`src/hw/rtl/case_insensitive_kmp_line_counter_macros.svh`:
```
// Assertion macros shared by the line counter and its walker.
// Both macros expect aclk and aresetn to exist in the module that uses them.
`ifndef CASE_INSENSITIVE_KMP_LINE_COUNTER_MACROS_SVH
`define CASE_INSENSITIVE_KMP_LINE_COUNTER_MACROS_SVH

`ifndef NO_ASSERTIONS

// Same-cycle implication.
`define CIKMP_ASSERT_IMP(label, ante, cons) \
    label: assert property (@(posedge aclk) disable iff (!aresetn) (ante) |-> (cons)) \
        else $error("cikmp: same-cycle check failed");

// Next-cycle implication.
`define CIKMP_ASSERT_NEXT(label, ante, cons) \
    label: assert property (@(posedge aclk) disable iff (!aresetn) (ante) |=> (cons)) \
        else $error("cikmp: next-cycle check failed");

`else

`define CIKMP_ASSERT_IMP(label, ante, cons)

`define CIKMP_ASSERT_NEXT(label, ante, cons)

`endif

`endif

```
`src/hw/rtl/cikmp_pkg.sv`:
```
`default_nettype none

package cikmp_pkg;

    localparam int MAX_PATTERN = 128;
    localparam int PTR_W       = $clog2(MAX_PATTERN);
    localparam int LEN_W       = $clog2(MAX_PATTERN + 1);

    localparam int FUNC_W  = 3;
    localparam int BYTE_W  = 8;
    localparam int LINE_W  = 24;
    localparam int COUNT_W = 16;
    localparam int TOTAL_W = 32;

    localparam logic [LEN_W-1:0] LEN_ONE = LEN_W'(1);
    localparam logic [LEN_W-1:0] LEN_MAX = LEN_W'(MAX_PATTERN);

    typedef enum logic [FUNC_W-1:0] {
        FUNC_NEW_SEARCH = 3'd0,
        FUNC_PATTERN    = 3'd1,
        FUNC_TEXT       = 3'd2,
        FUNC_END_LINE   = 3'd3,
        FUNC_NEW_FILE   = 3'd4
    } func_t;

    typedef enum logic [1:0] {
        ST_IDLE,
        ST_WALK,
        ST_EOL
    } ctl_state_t;

    typedef enum logic [1:0] {
        W_IDLE,
        W_SEED,
        W_TEST
    } walk_state_t;

    // Request from the controller to the walker.
    typedef struct packed {
        logic              start;
        logic              build;
        logic [BYTE_W-1:0] c;
        logic [LEN_W-1:0]  k;
        logic [LEN_W-1:0]  len;
    } walk_req_t;

    // Completion from the walker.
    typedef struct packed {
        logic             done;
        logic             build;
        logic [LEN_W-1:0] k;
    } walk_rsp_t;

    // Fold ASCII upper case letters to lower case; all other bytes pass.
    function automatic logic [BYTE_W-1:0] fold_byte(input logic [BYTE_W-1:0] b);
        logic [BYTE_W-1:0] r;
        r = b;
        if (b >= 8'h41 && b <= 8'h5A) begin
            r = b + 8'h20;
        end
        return r;
    endfunction

endpackage

`default_nettype wire

```
`src/hw/rtl/case_insensitive_kmp_line_counter.sv`:
```
`default_nettype none
// Channel   Direction  Ports                                      Item
// s_        in         s_valid s_ready s_func s_byte_value         one command or byte
// m_        out        m_valid m_ready m_line_number m_line_count  one line report
//                      m_running_total m_found
//
// New search, new file, unused codes, a dropped pattern byte and a text byte under an
// empty pattern are taken in the idle state alone; any other pattern or text byte starts
// a walk in which the single compare unit follows failure links, one pattern byte and one
// link read per cycle; the first pattern byte seeds the failure store instead.
// Reset: synchronous, active low; the pattern empties, the line number returns to 1 and
// all counters clear. A held report does not block input; only an end of line waits.

`include "case_insensitive_kmp_line_counter_macros.svh"

module case_insensitive_kmp_line_counter (
    input  logic                            aclk,
    input  logic                            aresetn,
    input  logic                            s_valid,
    output logic                            s_ready,
    input  logic [cikmp_pkg::FUNC_W-1:0]    s_func,
    input  logic [cikmp_pkg::BYTE_W-1:0]    s_byte_value,
    output logic                            m_valid,
    input  logic                            m_ready,
    output logic [cikmp_pkg::LINE_W-1:0]    m_line_number,
    output logic [cikmp_pkg::COUNT_W-1:0]   m_line_count,
    output logic [cikmp_pkg::TOTAL_W-1:0]   m_running_total,
    output logic                            m_found
);
    import cikmp_pkg::*;

    // Controller state. A nonzero match position is always below the pattern
    // length, so it fits the store's address width.
    ctl_state_t          state_reg, state_next;
    logic [LEN_W-1:0]    len_reg, len_next;
    logic [PTR_W-1:0]    build_pos_reg, build_pos_next;
    logic [PTR_W-1:0]    match_pos_reg, match_pos_next;
    logic [PTR_W-1:0]    tail_fail_reg, tail_fail_next;
    logic [COUNT_W-1:0]  line_matches_reg, line_matches_next;
    logic [TOTAL_W-1:0]  total_reg, total_next;
    logic [LINE_W-1:0]   cur_line_reg, cur_line_next;

    // Output register.
    logic                m_valid_reg, m_valid_next;
    logic [LINE_W-1:0]   m_line_number_reg, m_line_number_next;
    logic [COUNT_W-1:0]  m_line_count_reg, m_line_count_next;
    logic [TOTAL_W-1:0]  m_running_total_reg, m_running_total_next;
    logic                m_found_reg, m_found_next;

    walk_req_t           walk_req;
    walk_rsp_t           walk_rsp;

    logic [TOTAL_W:0]    total_sum;
    logic [TOTAL_W-1:0]  total_sat;
    logic                eol_load;

    cikmp_walker u_walker (
        .aclk    (aclk),
        .aresetn (aresetn),
        .req     (walk_req),
        .rsp     (walk_rsp)
    );

    // Input is taken whenever no walk or end of line is pending.
    assign s_ready = (state_reg == ST_IDLE);

    // The running total saturates instead of wrapping.
    assign total_sum = {1'b0, total_reg} + (TOTAL_W + 1)'(line_matches_reg);
    assign total_sat = total_sum[TOTAL_W] ? '1 : total_sum[TOTAL_W-1:0];

    // A pending end of line reports once the output register is free or being emptied.
    assign eol_load = (state_reg == ST_EOL) && (!m_valid_reg || m_ready);

    always_comb begin
        state_next           = state_reg;
        len_next             = len_reg;
        build_pos_next       = build_pos_reg;
        match_pos_next       = match_pos_reg;
        tail_fail_next       = tail_fail_reg;
        line_matches_next    = line_matches_reg;
        total_next           = total_reg;
        cur_line_next        = cur_line_reg;
        m_valid_next         = m_valid_reg && !m_ready;
        m_line_number_next   = m_line_number_reg;
        m_line_count_next    = m_line_count_reg;
        m_running_total_next = m_running_total_reg;
        m_found_next         = m_found_reg;

        walk_req       = '0;
        walk_req.c     = fold_byte(s_byte_value);
        walk_req.len   = len_reg;

        case (state_reg)
            ST_IDLE: begin
                if (s_valid) begin
                    case (func_t'(s_func))
                        FUNC_NEW_SEARCH: begin
                            len_next          = '0;
                            build_pos_next    = '0;
                            match_pos_next    = '0;
                            line_matches_next = '0;
                            total_next        = '0;
                            cur_line_next     = LINE_W'(1);
                        end
                        FUNC_PATTERN: begin
                            // Bytes past the store's capacity are dropped.
                            if (len_reg < LEN_MAX) begin
                                walk_req.start = 1'b1;
                                walk_req.build = 1'b1;
                                walk_req.k     = LEN_W'(build_pos_reg);
                                state_next     = ST_WALK;
                            end
                        end
                        FUNC_TEXT: begin
                            // An empty pattern never matches.
                            if (len_reg != '0) begin
                                walk_req.start = 1'b1;
                                walk_req.k     = LEN_W'(match_pos_reg);
                                state_next     = ST_WALK;
                            end
                        end
                        FUNC_END_LINE: begin
                            state_next = ST_EOL;
                        end
                        FUNC_NEW_FILE: begin
                            match_pos_next    = '0;
                            line_matches_next = '0;
                            total_next        = '0;
                            cur_line_next     = LINE_W'(1);
                        end
                        default: begin
                        end
                    endcase
                end
            end
            ST_WALK: begin
                if (walk_rsp.done) begin
                    if (walk_rsp.build) begin
                        // The new failure link is also the link of the last
                        // pattern byte, which a full match falls back to.
                        build_pos_next = walk_rsp.k[PTR_W-1:0];
                        tail_fail_next = walk_rsp.k[PTR_W-1:0];
                        len_next       = len_reg + LEN_ONE;
                    end else if (walk_rsp.k >= len_reg) begin
                        // Full match: count it and keep the overlap.
                        if (line_matches_reg != '1) begin
                            line_matches_next = line_matches_reg + COUNT_W'(1);
                        end
                        match_pos_next = tail_fail_reg;
                    end else begin
                        match_pos_next = walk_rsp.k[PTR_W-1:0];
                    end
                    state_next = ST_IDLE;
                end
            end
            ST_EOL: begin
                // Report once the output register is free or being emptied.
                if (eol_load) begin
                    total_next           = total_sat;
                    m_valid_next         = 1'b1;
                    m_line_number_next   = cur_line_reg;
                    m_line_count_next    = line_matches_reg;
                    m_running_total_next = total_sat;
                    m_found_next         = (line_matches_reg != '0);
                    if (cur_line_reg != '1) begin
                        cur_line_next = cur_line_reg + LINE_W'(1);
                    end
                    line_matches_next    = '0;
                    match_pos_next       = '0;
                    state_next           = ST_IDLE;
                end
            end
            default: begin
                state_next = ST_IDLE;
            end
        endcase
    end

    always_ff @(posedge aclk) begin
        if (!aresetn) begin
            state_reg        <= ST_IDLE;
            len_reg          <= '0;
            build_pos_reg    <= '0;
            match_pos_reg    <= '0;
            line_matches_reg <= '0;
            total_reg        <= '0;
            cur_line_reg     <= LINE_W'(1);
            m_valid_reg      <= 1'b0;
        end else begin
            state_reg        <= state_next;
            len_reg          <= len_next;
            build_pos_reg    <= build_pos_next;
            match_pos_reg    <= match_pos_next;
            line_matches_reg <= line_matches_next;
            total_reg        <= total_next;
            cur_line_reg     <= cur_line_next;
            m_valid_reg      <= m_valid_next;
        end
    end

    always_ff @(posedge aclk) begin
        tail_fail_reg       <= tail_fail_next;
        m_line_number_reg   <= m_line_number_next;
        m_line_count_reg    <= m_line_count_next;
        m_running_total_reg <= m_running_total_next;
        m_found_reg         <= m_found_next;
    end

    assign m_valid         = m_valid_reg;
    assign m_line_number   = m_line_number_reg;
    assign m_line_count    = m_line_count_reg;
    assign m_running_total = m_running_total_reg;
    assign m_found         = m_found_reg;

    `CIKMP_ASSERT_IMP(a_match_below_len, match_pos_reg != '0, LEN_W'(match_pos_reg) < len_reg)
    `CIKMP_ASSERT_IMP(a_done_only_in_walk, walk_rsp.done, state_reg == ST_WALK)
    `CIKMP_ASSERT_IMP(a_found_follows_count, m_valid_reg, m_found_reg == (m_line_count_reg != '0))
    `CIKMP_ASSERT_NEXT(a_eol_loads_output, eol_load, m_valid_reg && (state_reg == ST_IDLE))

endmodule

`default_nettype wire

```
`src/hw/rtl/cikmp_walker.sv`:
```
`default_nettype none

`include "case_insensitive_kmp_line_counter_macros.svh"

module cikmp_walker (
    input  logic                  aclk,
    input  logic                  aresetn,
    input  cikmp_pkg::walk_req_t  req,
    output cikmp_pkg::walk_rsp_t  rsp
);
    import cikmp_pkg::*;

    logic [BYTE_W-1:0] pattern_mem [MAX_PATTERN];
    logic [PTR_W-1:0]  failure_mem [MAX_PATTERN];

    walk_state_t       state_reg, state_next;
    logic [LEN_W-1:0]  k_reg, k_next;
    logic [BYTE_W-1:0] c_reg;
    logic [LEN_W-1:0]  len_reg;
    logic              build_reg;

    logic [BYTE_W-1:0] pat_q_reg;
    logic [PTR_W-1:0]  fail_q_reg;

    logic              pat_we;
    logic              fail_we;
    logic [PTR_W-1:0]  fail_wa;
    logic [PTR_W-1:0]  fail_wd;
    logic [LEN_W-1:0]  k_dec;

    // Pattern at the next position, failure at one less; both reads are registered.
    assign k_dec = k_next - LEN_ONE;

    always_comb begin
        state_next = state_reg;
        k_next     = k_reg;
        rsp        = '0;
        pat_we     = 1'b0;
        fail_we    = 1'b0;
        fail_wa    = len_reg[PTR_W-1:0];
        fail_wd    = '0;
        case (state_reg)
            W_IDLE: begin
                if (req.start) begin
                    pat_we = req.build;
                    if (req.build && req.len == '0) begin
                        k_next     = '0;
                        state_next = W_SEED;
                    end else begin
                        k_next     = req.k;
                        state_next = W_TEST;
                    end
                end
            end
            W_SEED: begin
                fail_we    = 1'b1;
                fail_wa    = '0;
                fail_wd    = '0;
                rsp.done   = 1'b1;
                rsp.build  = build_reg;
                rsp.k      = '0;
                state_next = W_IDLE;
            end
            W_TEST: begin
                if (k_reg != '0 && c_reg != pat_q_reg) begin
                    k_next = LEN_W'(fail_q_reg);
                end else begin
                    if (c_reg == pat_q_reg) begin
                        k_next = k_reg + LEN_ONE;
                    end
                    rsp.done   = 1'b1;
                    rsp.build  = build_reg;
                    rsp.k      = k_next;
                    fail_we    = build_reg;
                    fail_wd    = k_next[PTR_W-1:0];
                    state_next = W_IDLE;
                end
            end
            default: begin
                state_next = W_IDLE;
            end
        endcase
    end

    always_ff @(posedge aclk) begin
        if (!aresetn) begin
            state_reg <= W_IDLE;
        end else begin
            state_reg <= state_next;
        end
    end

    always_ff @(posedge aclk) begin
        k_reg <= k_next;
        if (state_reg == W_IDLE && req.start) begin
            c_reg     <= req.c;
            len_reg   <= req.len;
            build_reg <= req.build;
        end
    end

    always_ff @(posedge aclk) begin
        if (pat_we) begin
            pattern_mem[req.len[PTR_W-1:0]] <= req.c;
        end
        pat_q_reg <= pattern_mem[k_next[PTR_W-1:0]];
    end

    always_ff @(posedge aclk) begin
        if (fail_we) begin
            failure_mem[fail_wa] <= fail_wd;
        end
        fail_q_reg <= failure_mem[k_dec[PTR_W-1:0]];
    end

    `CIKMP_ASSERT_IMP(a_walk_below_len, state_reg == W_TEST, k_reg < len_reg)
    `CIKMP_ASSERT_IMP(a_start_when_idle, req.start, state_reg == W_IDLE)
    `CIKMP_ASSERT_IMP(a_done_within_len, rsp.done, rsp.k <= len_reg)

endmodule

`default_nettype wire
```
`config.mk`:
```
export PLATFORM = sky130hd
export DESIGN_NAME = case_insensitive_kmp_line_counter
export DESIGN_NICKNAME = d
export VERILOG_FILES = /design/src/hw/rtl/cikmp_pkg.sv /design/src/hw/rtl/case_insensitive_kmp_line_counter.sv /design/src/hw/rtl/cikmp_walker.sv
export VERILOG_INCLUDE_DIRS = /design/src /design/src/hw/rtl
export SDC_FILE = /design/constraint.sdc
export NUM_CORES = 2
export LEC_CHECK = 0
export ABC_AREA = 0
export BUFFER_PORTS_ARGS = -buffer_cell sky130_fd_sc_hd__buf_2
export CORE_UTILIZATION = 57
export CTS_CLUSTER_SIZE = 24
export DETAILED_ROUTE_END_ITERATION = 6
export PLACE_DENSITY = 0.73
export SYNTH_ARGS = -nofsm -noshare
export SYNTH_HDL_FRONTEND = slang
export SYNTH_SLANG_ARGS = --single-unit
```
`constraint.sdc`:
```
create_clock -name aclk -period 7.95 [get_ports aclk]
set_input_delay 1.9875 -clock aclk [delete_from_list [all_inputs] [get_ports aclk]]
set_output_delay 1.9875 -clock aclk [all_outputs]
set_load 0.02 [all_outputs]
```
==> metrics.cfg <==
[status]
run_status = finished clean

[power]
combPwrFrac_pct = 30.2
irDropWorstVdd_uv = 506
clockPowerShare_pct = 30.3
power_frac_seq_pct = 39.5
power_density_nw_per_um2 = 328
leakage_nw = 30.3
power_switching_w = 0.0104
swShare_pct = 33.2
p_int_w = 0.0210

[routing]
drc_errors = 0
vias = 50700
dr.pass1.iters = 6
drtAntennaViolNets = 0
post_drt_via_cell_ratio = 6.47
dr.first_iter.drc_count = 6858
wl_per_cell_um = 26.8
drt-total-wl_um = 210000

[synthesis]
synth_warnings = 0
synth_edf_count = 2017
synthFlopType = edfxtp_1
synth_top_area_cell = edfxtp_1
synthesis.area_sq_um = 86700
synth.distinct_cells = 84
async_reset_ff_share_pct = 0
yosysTopAreaCellShare_pct = 69.9
synth_mux_area_share_pct = 8.77
ys_seq_area_share_pct = 72.7
synth_top_family_by_area = multiplexers
synth_compound_area_share_pct = 6.95
synthCells = 5591
synth_seq_cells = 2138
synth_fa_ha_area_share_pct = 0.543
syn_nets = 5643
synth_xor_area_share_pct = 0.687
netlist_top_cells_area = edfxtp_1 (70%), mux4_2 (6.2%), nand2_1 (3.5%)
syn_avg_cell_area_sq_um = 15.5
synth_simple_gate_area_share_pct = 7.83

[clocking]
post_cts_buffers = 0
htreeDepth = 4
clockBufferDepth = 3
tritoncts = yes
worst_skew_pair.late_latency_ps = 860
cts_root_buffer = clkbuf_16
cts_resized = 0
clk_pin_slew_ps = 60
numCtsBuffers = 206
cts_hold_buf = 0
clkSinkCount = 2138

[timing]
min_period_over_period_pct = 76.3
rsz0062_at_grt = no
slew_viol_final = 0
slew_headroom_pct = 17.1
hold_ws_ps = 482
skew_ps = 58.7
fmax_mhz = 165
setup-tns-final_ps = 0
fin_crit_ps = 6070
setup_viol = 0
max_slew.worst_pin.slew_ps = 1240
final_hold_viol_count = 0

[floorplanning]
die_x_um = 392
io_pins = 90
start_util_pct = 57.6
die_y_um = 392
num_rows = 142
die_area_sq_um = 154000
core_area_sq_um = 150000

[placed_design]
port_buffers = 89
placed_cell_area_sq_um = 89100
dpl.hpwl_um = 123000
place.gp.congestion = 0.918

[layout]
fin_util_pct = 63.6
area_growth_pct = 10.4
largest_reg_flops = 1024
antennaDiodeCount = 0
nets = 5694
drive_gt1_share_pct = 13.4
final_design_area_no_fill_sq_um = 95700

[grt]
grt_max_degree = 147
grt_pass1_wl_um = 313000
grt-ovfl-total = 0
antenna_found_initial = 7
grtUsageTotal_pct = 27.4
grt_pass1_vias = 48700

[setup_path]
path_common_cell = mux4_2
cp-start-kind = primary input
slowest_stage = a221o_4
crit_type = primary input to register
cp_max_fo = 44
worstPathCellList = buf_2 -> nor3b_1 -> nand3_1 -> and3_1 -> a221o_4 -> inv_6 -> ha_1 -> xnor2_2 -> buf_4 -> mux4_2 -> mux4_2 -> o21a_1 -> o2111a_1
cp_data_arrival_time_ps = 6810
crit_path_end_kind = register
cp.required_ps = 8690
cpPeakStageDelay_ps = 580

[flow_run]
maxCapViolCount = 0

[hold_path]
hold_class = register to register

==> cells by family after synthesis <==
family	Yosys count
DFF	2138
and+or+nand+nor	1578
AOI/OAI and AO/OA	811
buffers and inverters	500
muxes	459
xor gates and xnor gates	68
adders and majority gates	37
==> layer usage <==
| metal | GRT usage, % | vias to the layer above | routed length, um |
|---|---|---|---|
| met5 | 0 | - | 39 |
| met4 | 8.20 | 6 | 5520 |
| met3 | 6.53 | 380 | 22200 |
| met2 | 42.4 | 2861 | 99300 |
| met1 | 38.8 | 25600 | 82900 |
| li1 | - | 21800 | - |
==> cells in the final DEF (no fill, tap or decap), types with 16 or more instances in the layout <==
cell and count:
nor2_1 341, and2_1 16, mux2i_1 199, xor2_1 35
nor3_1 26, xnor2_1 32, edfxtp_1 2017, a311oi_1 125
clkbuf_1 57, a31oi_1 172, ha_1 36, dfxtp_1 121
clkinv_1 46, o22ai_1 16, nand2_1 797, o21ai_0 86
a22o_1 58, a21o_1 19, clkbuf_16 207, mux4_2 238
buf_2 84, a221oi_1 19, nand2b_1 17, nor2b_1 20
a22oi_1 20, a21oi_1 35, clkinv_2 27, o31ai_1 18
and3_1 50, a211oi_1 138, nand3_1 207, mux2_2 22
inv_1 150, nand4_1 19, buf_4 89
==> worst paths after layout <==
check                        from                     end  slack (ps)  cells past startpoint
hold reg to reg   cur_line_reg[6]        m_line_number[6]         480                      0
setup reg to reg       len_reg[1]  u_walker.fail_q_reg[3]        2050                     15
hold / removal    cur_line_reg[6]        m_line_number[6]         480                      0
setup / recovery          s_valid  u_walker.fail_q_reg[3]        1880                     13
==> power by group through the flow <==
| stage | clock (W) | sequential (W) | combinational [W] |
|---|---|---|---|
| floorplan | 0 | 0.0126 | 0.00580 |
| global placement | 0 | 0.0126 | 0.00924 |
| detailed placement | 0 | 0.0126 | 0.00934 |
| CTS | 0.00958 | 0.0124 | 0.00941 |
| global route | 0.0100 | 0.0124 | 0.0100 |
| finish | 0.00951 | 0.0124 | 0.00950 |
==> cells in the mapped netlist, types with 86 or more instances <==
cell type,n
a211oi_1,138
a311oi_1,125
a31oi_1,172
buf_2,90
clkbuf_1,176
dfxtp_1,121
edfxtp_1,2017
inv_1,151
mux2i_1,199
mux4_2,238
nand2_1,799
nand3_1,211
nor2_1,347
o21ai_0,86
==> worst max-delay path: cells and delay by family <==
family | cells | cell delay [ps]
AOI/OAI and AO/OA | 3 | 1100
xor gates and xnor gates | 1 | 200
adders and majority gates | 1 | 400
buffers and inverters | 3 | 940
muxes | 2 | 1000
and+or+nand+nor | 3 | 1130
==> cell type report <==
type	instances	area [sq um]
sequential	2138	63000
fill	10300	54800
multi-input combinational	2953	21700
clock buffer	272	5500
tap	2016	2520
timing repair buffer	186	1350
clock inverter	108	1100
inverter	157	616
==> metrics by stage <==
step                      power (W)  worst slack, ps  cells
after floorplan              0.0184              165   5591
after global placement       0.0219             1210   7450
after detailed placement     0.0220             1020   7450
after CTS                    0.0314             1930   7830
after global routing         0.0324             1650   7830
final                        0.0314             1880   7830
(Power assumes the default switching activity.)
